[src/design/glyph_rom_address_calc_macros.svh]
// Assertion macros shared by the glyph address calculator modules.
`ifndef GLYPH_ROM_ADDRESS_CALC_MACROS_SVH
`define GLYPH_ROM_ADDRESS_CALC_MACROS_SVH

// Same-cycle implication, checked outside reset.
`define GRA_ASSERT_IMPLY(label, clk, rst_n, ante, cons) \
    label: assert property (@(posedge clk) disable iff (!(rst_n)) (ante) |-> (cons)) \
        else $error("glyph address calc: implication check failed");

// Next-cycle implication, checked outside reset.
`define GRA_ASSERT_NEXT(label, clk, rst_n, ante, cons) \
    label: assert property (@(posedge clk) disable iff (!(rst_n)) (ante) |=> (cons)) \
        else $error("glyph address calc: next-cycle check failed");

`endif

[src/design/gra_pkg.sv]
// Types, constants and font tables of the glyph address calculator.
package gra_pkg;

    typedef enum logic [2:0] {
        FONT_HANZI    = 3'd0,
        FONT_ASCII7X8 = 3'd1,
        FONT_GB8X16   = 3'd2,
        FONT_ASCII8X16 = 3'd3,
        FONT_ASCII5X7 = 3'd4,
        FONT_ARIAL    = 3'd5,
        FONT_BOLD8X16 = 3'd6,
        FONT_TIMES    = 3'd7
    } t_font_kind;

    localparam int ADDR_W = 18;
    localparam int IDX_W  = 13;
    localparam int OFS_W  = 7;
    localparam int ADD_W  = 10;
    localparam int STR_W  = 6;
    localparam int SIZE_W = 5;

    // hanzi zones
    localparam logic [7:0] HZ_LO_MIN   = 8'hA1;
    localparam logic [7:0] HZ_ROW_A9   = 8'hA9;
    localparam logic [7:0] HZ_ROW1_LO  = 8'hA1;
    localparam logic [7:0] HZ_ROW1_HI  = 8'hA3;
    localparam logic [7:0] HZ_ROW2_LO  = 8'hB0;
    localparam logic [7:0] HZ_ROW2_HI  = 8'hF7;
    localparam logic [IDX_W-1:0] HZ_ROW_LEN  = IDX_W'(94);
    localparam logic [ADD_W-1:0] HZ_A9_OFS   = ADD_W'(282);
    localparam logic [ADD_W-1:0] HZ_ROW2_OFS = ADD_W'(846);
    // last row 0xF7 with low byte 0xFF
    localparam logic [IDX_W-1:0] HZ_IDX_MAX  = IDX_W'(7614);

    // 8x16 GB2312 ranges
    localparam logic [7:0] GB_ROW_A    = 8'hAA;
    localparam logic [7:0] GB_ROW_B    = 8'hAB;
    localparam logic [7:0] GB_LO_MAX_A = 8'hFE;
    localparam logic [7:0] GB_LO_MAX_B = 8'hC0;
    localparam logic [ADD_W-1:0] GB_B_OFS = ADD_W'(95);

    // printable ASCII
    localparam logic [15:0] ASC_MIN = 16'h0020;
    localparam logic [15:0] ASC_MAX = 16'h007E;
    localparam logic [OFS_W-1:0] ASC_MIN_OFS = OFS_W'(32);

    typedef struct packed {
        t_font_kind        kind;
        logic              ok;
        logic [OFS_W-1:0]  row_off;
        logic [OFS_W-1:0]  col_off;
        logic [ADD_W-1:0]  idx_add;
    } t_dec_word;

    typedef struct packed {
        t_font_kind        kind;
        logic              ok;
        logic [IDX_W-1:0]  idx;
    } t_idx_word;

    typedef struct packed {
        logic              ok;
        logic [ADDR_W-1:0] addr;
        logic [SIZE_W-1:0] cols;
        logic [SIZE_W-1:0] rows;
        logic [SIZE_W-1:0] words;
    } t_out_word;

    function automatic logic [ADDR_W-1:0] font_base(input t_font_kind kind);
        logic [ADDR_W-1:0] v;
        unique case (kind)
            FONT_HANZI:     v = 18'h00000;
            FONT_ASCII7X8:  v = 18'h066C0;
            FONT_GB8X16:    v = 18'h3B7D0;
            FONT_ASCII8X16: v = 18'h3B7C0;
            FONT_ASCII5X7:  v = 18'h3BFC0;
            FONT_ARIAL:     v = 18'h3C2C0;
            FONT_BOLD8X16:  v = 18'h3CF80;
            FONT_TIMES:     v = 18'h3D580;
            default:        v = '0;
        endcase
        return v;
    endfunction

    function automatic logic [STR_W-1:0] font_stride(input t_font_kind kind);
        logic [STR_W-1:0] v;
        unique case (kind)
            FONT_HANZI:     v = STR_W'(32);
            FONT_ASCII7X8:  v = STR_W'(8);
            FONT_GB8X16:    v = STR_W'(16);
            FONT_ASCII8X16: v = STR_W'(16);
            FONT_ASCII5X7:  v = STR_W'(8);
            FONT_ARIAL:     v = STR_W'(34);
            FONT_BOLD8X16:  v = STR_W'(16);
            FONT_TIMES:     v = STR_W'(34);
            default:        v = '0;
        endcase
        return v;
    endfunction

    function automatic logic [SIZE_W-1:0] font_cols(input t_font_kind kind);
        logic [SIZE_W-1:0] v;
        unique case (kind)
            FONT_HANZI:     v = SIZE_W'(16);
            FONT_ASCII7X8:  v = SIZE_W'(7);
            FONT_GB8X16:    v = SIZE_W'(8);
            FONT_ASCII8X16: v = SIZE_W'(8);
            FONT_ASCII5X7:  v = SIZE_W'(5);
            FONT_BOLD8X16:  v = SIZE_W'(8);
            default:        v = '0;
        endcase
        return v;
    endfunction

    function automatic logic [SIZE_W-1:0] font_rows(input t_font_kind kind);
        logic [SIZE_W-1:0] v;
        unique case (kind)
            FONT_HANZI:     v = SIZE_W'(16);
            FONT_ASCII7X8:  v = SIZE_W'(8);
            FONT_GB8X16:    v = SIZE_W'(16);
            FONT_ASCII8X16: v = SIZE_W'(16);
            FONT_ASCII5X7:  v = SIZE_W'(7);
            FONT_BOLD8X16:  v = SIZE_W'(16);
            default:        v = '0;
        endcase
        return v;
    endfunction

    // rows * cols / 16, truncated
    function automatic logic [SIZE_W-1:0] font_words(input t_font_kind kind);
        logic [SIZE_W-1:0] v;
        unique case (kind)
            FONT_HANZI:     v = SIZE_W'(16);
            FONT_ASCII7X8:  v = SIZE_W'(3);
            FONT_GB8X16:    v = SIZE_W'(8);
            FONT_ASCII8X16: v = SIZE_W'(8);
            FONT_ASCII5X7:  v = SIZE_W'(2);
            FONT_BOLD8X16:  v = SIZE_W'(8);
            default:        v = '0;
        endcase
        return v;
    endfunction

endpackage

[src/design/glyph_rom_address_calc.sv]
// Top level of the glyph address calculator for a serial GB2312 / ASCII font ROM.
//
//   channel | dir | tdata                                   | tuser
//   s       | in  | char_code[15:0]                         | font_kind[2:0]
//   m       | out | glyph_addr, cols, rows, word_count, pad | addr_valid
//
// One word per cycle in each direction while the output is not stalled; each word
// passes through the decode, index and address register stages.
// Each stage holds its word while the one after it is full and stalled; the
// input keeps taking words while a finished word waits at the output until
// all three stages are full, then tready drops until the output moves.
// Reset clears the stage valid bits only.
module glyph_rom_address_calc (
    input  logic        i_clk,
    input  logic        i_rst_n,
    input  logic        i_s_tvalid,
    output logic        o_s_tready,
    input  logic [15:0] i_s_tdata,   // [15:0] char_code
    input  logic [2:0]  i_s_tuser,   // [2:0] font_kind
    output logic        o_m_tvalid,
    input  logic        i_m_tready,
    output logic [39:0] o_m_tdata,   // [17:0] glyph_addr, [22:18] glyph_cols,
                                     // [27:23] glyph_rows, [32:28] word_count, [39:33] zero
    output logic        o_m_tuser    // [0] addr_valid
);

    logic                  dec_valid;
    logic                  dec_ready;
    gra_pkg::t_dec_word    dec_data;
    logic                  idx_valid;
    logic                  idx_ready;
    gra_pkg::t_idx_word    idx_data;
    gra_pkg::t_out_word    out_data;

    gra_decode u_decode (
        .i_clk   (i_clk),
        .i_rst_n (i_rst_n),
        .i_valid (i_s_tvalid),
        .o_ready (o_s_tready),
        .i_kind  (gra_pkg::t_font_kind'(i_s_tuser)),
        .i_code  (i_s_tdata),
        .o_valid (dec_valid),
        .i_ready (dec_ready),
        .o_data  (dec_data)
    );

    gra_index u_index (
        .i_clk   (i_clk),
        .i_rst_n (i_rst_n),
        .i_valid (dec_valid),
        .o_ready (dec_ready),
        .i_data  (dec_data),
        .o_valid (idx_valid),
        .i_ready (idx_ready),
        .o_data  (idx_data)
    );

    gra_addr u_addr (
        .i_clk   (i_clk),
        .i_rst_n (i_rst_n),
        .i_valid (idx_valid),
        .o_ready (idx_ready),
        .i_data  (idx_data),
        .o_valid (o_m_tvalid),
        .i_ready (i_m_tready),
        .o_data  (out_data)
    );

    assign o_m_tdata = {7'd0, out_data.words, out_data.rows, out_data.cols, out_data.addr};
    assign o_m_tuser = out_data.ok;

endmodule

[src/design/gra_decode.sv]
// Stage 1: range checks and row/column offsets of the character code.
`include "glyph_rom_address_calc_macros.svh"

module gra_decode (
    input  logic                  i_clk,
    input  logic                  i_rst_n,
    input  logic                  i_valid,
    output logic                  o_ready,
    input  gra_pkg::t_font_kind   i_kind,
    input  logic [15:0]           i_code,
    output logic                  o_valid,
    input  logic                  i_ready,
    output gra_pkg::t_dec_word    o_data
);

    logic                  r_valid;
    gra_pkg::t_dec_word    r_data;
    gra_pkg::t_dec_word    n_data;
    logic [7:0]            hi;
    logic [7:0]            lo;

    assign hi = i_code[15:8];
    assign lo = i_code[7:0];

    always_comb begin
        n_data         = '0;
        n_data.kind    = i_kind;
        n_data.col_off = gra_pkg::OFS_W'(lo - gra_pkg::HZ_LO_MIN);
        unique case (i_kind)
            gra_pkg::FONT_HANZI: begin
                priority if (lo < gra_pkg::HZ_LO_MIN) begin
                    n_data.ok = 1'b0;
                end else if (hi == gra_pkg::HZ_ROW_A9) begin
                    n_data.ok      = 1'b1;
                    n_data.idx_add = gra_pkg::HZ_A9_OFS;
                end else if (hi >= gra_pkg::HZ_ROW1_LO && hi <= gra_pkg::HZ_ROW1_HI) begin
                    n_data.ok      = 1'b1;
                    n_data.row_off = gra_pkg::OFS_W'(hi - gra_pkg::HZ_ROW1_LO);
                end else if (hi >= gra_pkg::HZ_ROW2_LO && hi <= gra_pkg::HZ_ROW2_HI) begin
                    n_data.ok      = 1'b1;
                    n_data.row_off = gra_pkg::OFS_W'(hi - gra_pkg::HZ_ROW2_LO);
                    n_data.idx_add = gra_pkg::HZ_ROW2_OFS;
                end else begin
                    n_data.ok = 1'b0;
                end
            end
            gra_pkg::FONT_GB8X16: begin
                priority if (hi == gra_pkg::GB_ROW_A && lo >= gra_pkg::HZ_LO_MIN
                             && lo <= gra_pkg::GB_LO_MAX_A) begin
                    n_data.ok = 1'b1;
                end else if (hi == gra_pkg::GB_ROW_B && lo >= gra_pkg::HZ_LO_MIN
                             && lo <= gra_pkg::GB_LO_MAX_B) begin
                    n_data.ok      = 1'b1;
                    n_data.idx_add = gra_pkg::GB_B_OFS;
                end else begin
                    n_data.ok = 1'b0;
                end
            end
            default: begin
                n_data.ok      = (i_code >= gra_pkg::ASC_MIN) && (i_code <= gra_pkg::ASC_MAX);
                n_data.col_off = i_code[gra_pkg::OFS_W-1:0] - gra_pkg::ASC_MIN_OFS;
            end
        endcase
    end

    always_ff @(posedge i_clk) begin
        if (!i_rst_n) begin
            r_valid <= 1'b0;
        end else if (o_ready) begin
            r_valid <= i_valid;
        end
    end

    always_ff @(posedge i_clk) begin
        if (o_ready && i_valid) begin
            r_data <= n_data;
        end
    end

    assign o_ready = !r_valid || i_ready;
    assign o_valid = r_valid;
    assign o_data  = r_data;

    `GRA_ASSERT_IMPLY(a_row_in_range, i_clk, i_rst_n,
        r_valid && r_data.ok, r_data.row_off <= gra_pkg::OFS_W'(71))
    `GRA_ASSERT_NEXT(a_dec_hold, i_clk, i_rst_n,
        r_valid && !i_ready, r_valid && $stable(r_data))

endmodule

[src/design/gra_index.sv]
// Stage 2: glyph index from row offset times row length plus column and zone offsets.
`include "glyph_rom_address_calc_macros.svh"

module gra_index (
    input  logic                  i_clk,
    input  logic                  i_rst_n,
    input  logic                  i_valid,
    output logic                  o_ready,
    input  gra_pkg::t_dec_word    i_data,
    output logic                  o_valid,
    input  logic                  i_ready,
    output gra_pkg::t_idx_word    o_data
);

    logic                  r_valid;
    gra_pkg::t_idx_word    r_data;
    gra_pkg::t_idx_word    n_data;
    logic [gra_pkg::IDX_W-1:0] row_base;

    assign row_base = gra_pkg::IDX_W'(i_data.row_off) * gra_pkg::HZ_ROW_LEN;

    always_comb begin
        n_data.kind = i_data.kind;
        n_data.ok   = i_data.ok;
        n_data.idx  = row_base + gra_pkg::IDX_W'(i_data.col_off)
                    + gra_pkg::IDX_W'(i_data.idx_add);
    end

    always_ff @(posedge i_clk) begin
        if (!i_rst_n) begin
            r_valid <= 1'b0;
        end else if (o_ready) begin
            r_valid <= i_valid;
        end
    end

    always_ff @(posedge i_clk) begin
        if (o_ready && i_valid) begin
            r_data <= n_data;
        end
    end

    assign o_ready = !r_valid || i_ready;
    assign o_valid = r_valid;
    assign o_data  = r_data;

    `GRA_ASSERT_IMPLY(a_idx_in_range, i_clk, i_rst_n,
        r_valid && r_data.ok, r_data.idx <= gra_pkg::HZ_IDX_MAX)

endmodule

[src/design/gra_addr.sv]
// Stage 3: byte address from base plus index times stride, size table lookup.
`include "glyph_rom_address_calc_macros.svh"

module gra_addr (
    input  logic                  i_clk,
    input  logic                  i_rst_n,
    input  logic                  i_valid,
    output logic                  o_ready,
    input  gra_pkg::t_idx_word    i_data,
    output logic                  o_valid,
    input  logic                  i_ready,
    output gra_pkg::t_out_word    o_data
);

    localparam int SUM_W = gra_pkg::ADDR_W + 2;

    logic                  r_valid;
    gra_pkg::t_out_word    r_data;
    gra_pkg::t_out_word    n_data;
    logic [SUM_W-1:0]      offset;
    logic [SUM_W-1:0]      sum;

    assign offset = SUM_W'(i_data.idx) * SUM_W'(gra_pkg::font_stride(i_data.kind));
    assign sum    = SUM_W'(gra_pkg::font_base(i_data.kind)) + offset;

    always_comb begin
        n_data.ok    = i_data.ok;
        // drop the address of a code outside the font's ranges
        n_data.addr  = i_data.ok ? sum[gra_pkg::ADDR_W-1:0] : '0;
        n_data.cols  = gra_pkg::font_cols(i_data.kind);
        n_data.rows  = gra_pkg::font_rows(i_data.kind);
        n_data.words = gra_pkg::font_words(i_data.kind);
    end

    always_ff @(posedge i_clk) begin
        if (!i_rst_n) begin
            r_valid <= 1'b0;
        end else if (o_ready) begin
            r_valid <= i_valid;
        end
    end

    always_ff @(posedge i_clk) begin
        if (o_ready && i_valid) begin
            r_data <= n_data;
        end
    end

    assign o_ready = !r_valid || i_ready;
    assign o_valid = r_valid;
    assign o_data  = r_data;

    `GRA_ASSERT_IMPLY(a_invalid_addr_zero, i_clk, i_rst_n,
        r_valid && !r_data.ok, r_data.addr == '0)

endmodule
[config.mk]
export PLATFORM = sky130hd
export DESIGN_NAME = glyph_rom_address_calc
export DESIGN_NICKNAME = d
export VERILOG_FILES = /design/src/design/gra_pkg.sv /design/src/design/glyph_rom_address_calc.sv /design/src/design/gra_decode.sv /design/src/design/gra_index.sv /design/src/design/gra_addr.sv
export VERILOG_INCLUDE_DIRS = /design/src /design/src/design
export SDC_FILE = /design/constraint.sdc
export NUM_CORES = 1
export LEC_CHECK = 0
export BUFFER_PORTS_ARGS = -buffer_cell sky130_fd_sc_hd__buf_4
export CAP_MARGIN = 20
export CELL_PAD_IN_SITES_DETAIL_PLACEMENT = 0
export CELL_PAD_IN_SITES_GLOBAL_PLACEMENT = 2
export CORE_MARGIN = 2
export CORE_UTILIZATION = 40
export CTS_BUF_LIST = sky130_fd_sc_hd__clkbuf_8
export CTS_CLUSTER_SIZE = 10
export DETAILED_ROUTE_END_ITERATION = 10
export PLACE_DENSITY = 0.92
export SLEW_MARGIN = 20
export SYNTH_ARGS = -nofsm -noshare
export SYNTH_HDL_FRONTEND = slang
export SYNTH_HIERARCHICAL = 1
export SYNTH_SLANG_ARGS = --single-unit
[constraint.sdc]
create_clock -name i_clk -period 6.45 [get_ports i_clk]
set_clock_uncertainty 0.2 [all_clocks]
set_input_delay 1.935 -clock i_clk [delete_from_list [all_inputs] [get_ports i_clk]]
set_output_delay 1.935 -clock i_clk [all_outputs]
set_load 0.03 [all_outputs]
==> run_results.csv <==
group,metric,value,unit
critical_path,critPathRequiredTime,6.37,ns
synthesis,ys_ff_latch,69,
run,maxCapViolCount,0,
floorplanning,io_pins,66,
drt,drt-total-wl,12.7,mm
clock_network,htreeDepth,3,
sta,setup_violations,0,
pwr,leakage,3.68,nW
clock_network,cts_sinks,69,
synthesis,synth_area_leaders,"edfxtp_1 (28%), ha_1 (16%), fa_1 (15%)",
synthesis,synth_area,6990,um^2
drt,vias,4609,
pwr,ir_drop,0.000201,V
finish,final_common_cell,"inv_1",
finish,layout_common_cells,"inv_1 (128), ha_1 (91), edfxtp_1 (66)",
clock_network,cts_tree,"done",
clock_network,clk_pin_slew,0.09,ns
critical_path,worstPathArrival,5.86,ns
clock_network,cts_buffers,9,
finish,syn_to_final_growth,10.1,%
synthesis,yosys.area.top_type,"edfxtp_1",
synthesis,synth-async-reset-ratio,0,%
synthesis,synth_edf_count,66,
hold_path,min_to,"u_index/o_data[16]$_DFFE_PP_",
critical_path,path_max_fanout,17,
critical_path,end_kind,"register",
critical_path,reg2reg_to,"u_addr/o_data[32]$_SDFFCE_PN0P_",
synthesis,yosysSeqAreaShare,29.2,%
sta,hold_viol,0,
floorplanning,die_w,136,um
sta,drv_slew,0,
synthesis,syn_area_per_cell,10.1,um^2
finish,nets,906,
global_routing,grt_pass1_wl,21.7,mm
global_routing,grt_max_degree,28,
pwr,swShare,41.3,%
pwr,p_sw,0.920,mW
pwr,pwr-share-seq,27.6,%
sta,fin_crit_sh,92.0,%
global_routing,grt_usage,14.7,%
synthesis,yosysUniqueCellTypes,65,
critical_path,criticalPathCategory,"register to register",
finish,fillCellCount,1675,
critical_path,start_kind,"register",
global_routing,grt_pass1_vias,4791,
clock_network,ctsResizeCount,0,
placed_design,place.gp.congestion,0.853,
critical_path,r2r-start,"u_index/o_data[14]$_DFFE_PP_",
clock_network,clk_latency,0.37,ns
synthesis,postSynthCellCount,694,
sta,worstMarginPinSlew,1.01,ns
synthesis,synth_ff_type,"edfxtp_1",
clock_network,clk_path_buf_depth,2,
global_routing,antenna_found_initial,0,
pwr,pwr-share-comb,57.9,%
finish,final_core_util,44.8,%
floorplanning,coreArea,17200,um^2
drt,drtIter0Drc,187,
critical_path,reg2reg_slack,0.51,ns
sta,clock.fmax,168,MHz
sta,rsz0062_at_grt,"false",
placed_design,portBuffers,56,
sta,timing.hold.ws,0.239,ns
drt,wire_per_inst,13.1,um
pwr,p_int,1.31,mW
drt,drc_errors,0,
finish,layout-drive-gt1-share,12.2,%
hold_path,hp-class,"register to register",
floorplanning,die_y,136,um
drt,ant_nets,0,
hold_path,holdCritStartpoint,"u_decode/o_data[27]$_DFFE_PP_",
hold_path,hold_depth,0,
synthesis,yosys_warnings,6,
clock_network,cts_setup_buffers,0,
floorplanning,rows,48,
finish,num_antenna_cells,0,
floorplanning,initial_core_util,40.7,%
drt,via_per_inst,4.76,
sta,maxSlewHeadroom,32.7,%
clock_network,cts-root-buf,"clkbuf_8",
critical_path,r2r.worst_path.cells,18,
synthesis,synth.top_cell.area_share,28.4,%
pwr,powerDensity,289,nW/um^2
drt,first_pass_iters,4,
outcome,outcome,"finished clean",
pwr,clkPwrFrac,14.5,%
global_routing,overflow,0,
sta,finalSetupTns,0,ns
clock_network,cts_hold_buffers,0,
floorplanning,dieArea,18500,um^2
sta,period_minus_slack,5.94,ns
placed_design,dp_hpwl,10.4,mm
-- synth_stat cells (9+ instances only) --
master,n
inv_1,127
o21ai_0,13
nor2b_1,10
nand2b_1,9
ha_1,91
nor2_1,22
and2_1,38
fa_1,53
xnor2_1,24
and3_1,20
buf_4,21
o21a_1,11
edfxtp_1,66
nand2_1,47
a21oi_1,24
-- registers in the layout, indices dropped and copies added (netlist names) --
signal and cells:
u_decode/o_valid 1, u_index/o_valid 1, u_index/o_data 17, u_decode/o_data 24, u_addr/o_data 25, u_addr/o_valid 1
-- logic make-up (layout without fill, tap and decap cells) --
kind of cell	after synthesis	after routing	share of synthesized area, %
compound gates	95	95	9.26
flops	69	69	29.2
buf+inv	159	201	9.88
xor+xnor	34	34	4.48
other cells	3	11	0.161
mux	5	5	0.859
simple gates	185	185	14.7
fa+ha+maj	144	144	31.5
-- power by group through the flow --
stage / logic, mW / registers [mW] / clock network, mW
after CTS: 1.30 / 0.616 / 0.337
after detailed placement: 1.28 / 0.626 / 0
after floorplan: 1.03 / 0.638 / 0
final: 1.29 / 0.615 / 0.323
after global routing: 1.47 / 0.622 / 0.351
after global placement: 1.27 / 0.625 / 0
-- worst max-delay path: stages (launching register included) --
cell	delay, ns
edfxtp_1	0.64
inv_1	0.21
ha_1	0.30
and2_1	0.19
or2_1	0.37
and2_1	0.25
fa_1	0.48
fa_1	0.50
ha_1	0.29
inv_1	0.05
fa_1	0.52
inv_1	0.04
ha_1	0.36
a21oi_2	0.21
inv_2	0.08
o41ai_4	0.35
a31oi_1	0.14
or3_1	0.31
and3_1	0.18
-- per-stage QoR --
step                area, um^2  cells  power, mW  setup WS [ns]
CTS                       7690    969       2.25          0.511
global route              7690    969       2.45          0.205
global placement          7520    953       1.89          0.697
finish                    7690    969       2.23          0.513
floorplan                 7020    702       1.67           1.17
detailed placement        7520    953       1.91          0.546
-- metal layers --
layer / part of all wire, % / global-route usage, % / vias up
met1: 43 / 16.5 / 2173
met3: 2.6 / 2.31 / 13
li1: - / - / 2358
met4: 1.2 / 5.44 / 0
met5: 0 / 0 / -
met2: 53 / 27.7 / 65
-- layout make-up --
class	count	area, um^2	area share [%]
clock buffers	9	124	1.61
clock inverters	7	51.3	0.667
inverters	128	480	6.24
multi-input cells	474	4290	55.7
flip-flops and latches	69	2040	26.5
well taps	225	282	3.66
repair buffers	57	428	5.56
-- how the worst max path moves through the flow --
stage / end / startpoint
detailed placement: u_addr/o_data[32]$_SDFFCE_PN0P_ / u_index/o_data[14]$_DFFE_PP_
finish: u_addr/o_data[32]$_SDFFCE_PN0P_ / u_index/o_data[14]$_DFFE_PP_
global route: u_addr/o_data[32]$_SDFFCE_PN0P_ / u_index/o_data[14]$_DFFE_PP_
global placement: u_addr/o_data[32]$_SDFFCE_PN0P_ / u_index/o_data[14]$_DFFE_PP_
floorplan: u_addr/o_data[32]$_SDFFCE_PN0P_ / u_index/o_data[14]$_DFFE_PP_
CTS: u_addr/o_data[32]$_SDFFCE_PN0P_ / u_index/o_data[14]$_DFFE_PP_
No activity file was read; power rests on OpenSTA's default activity.
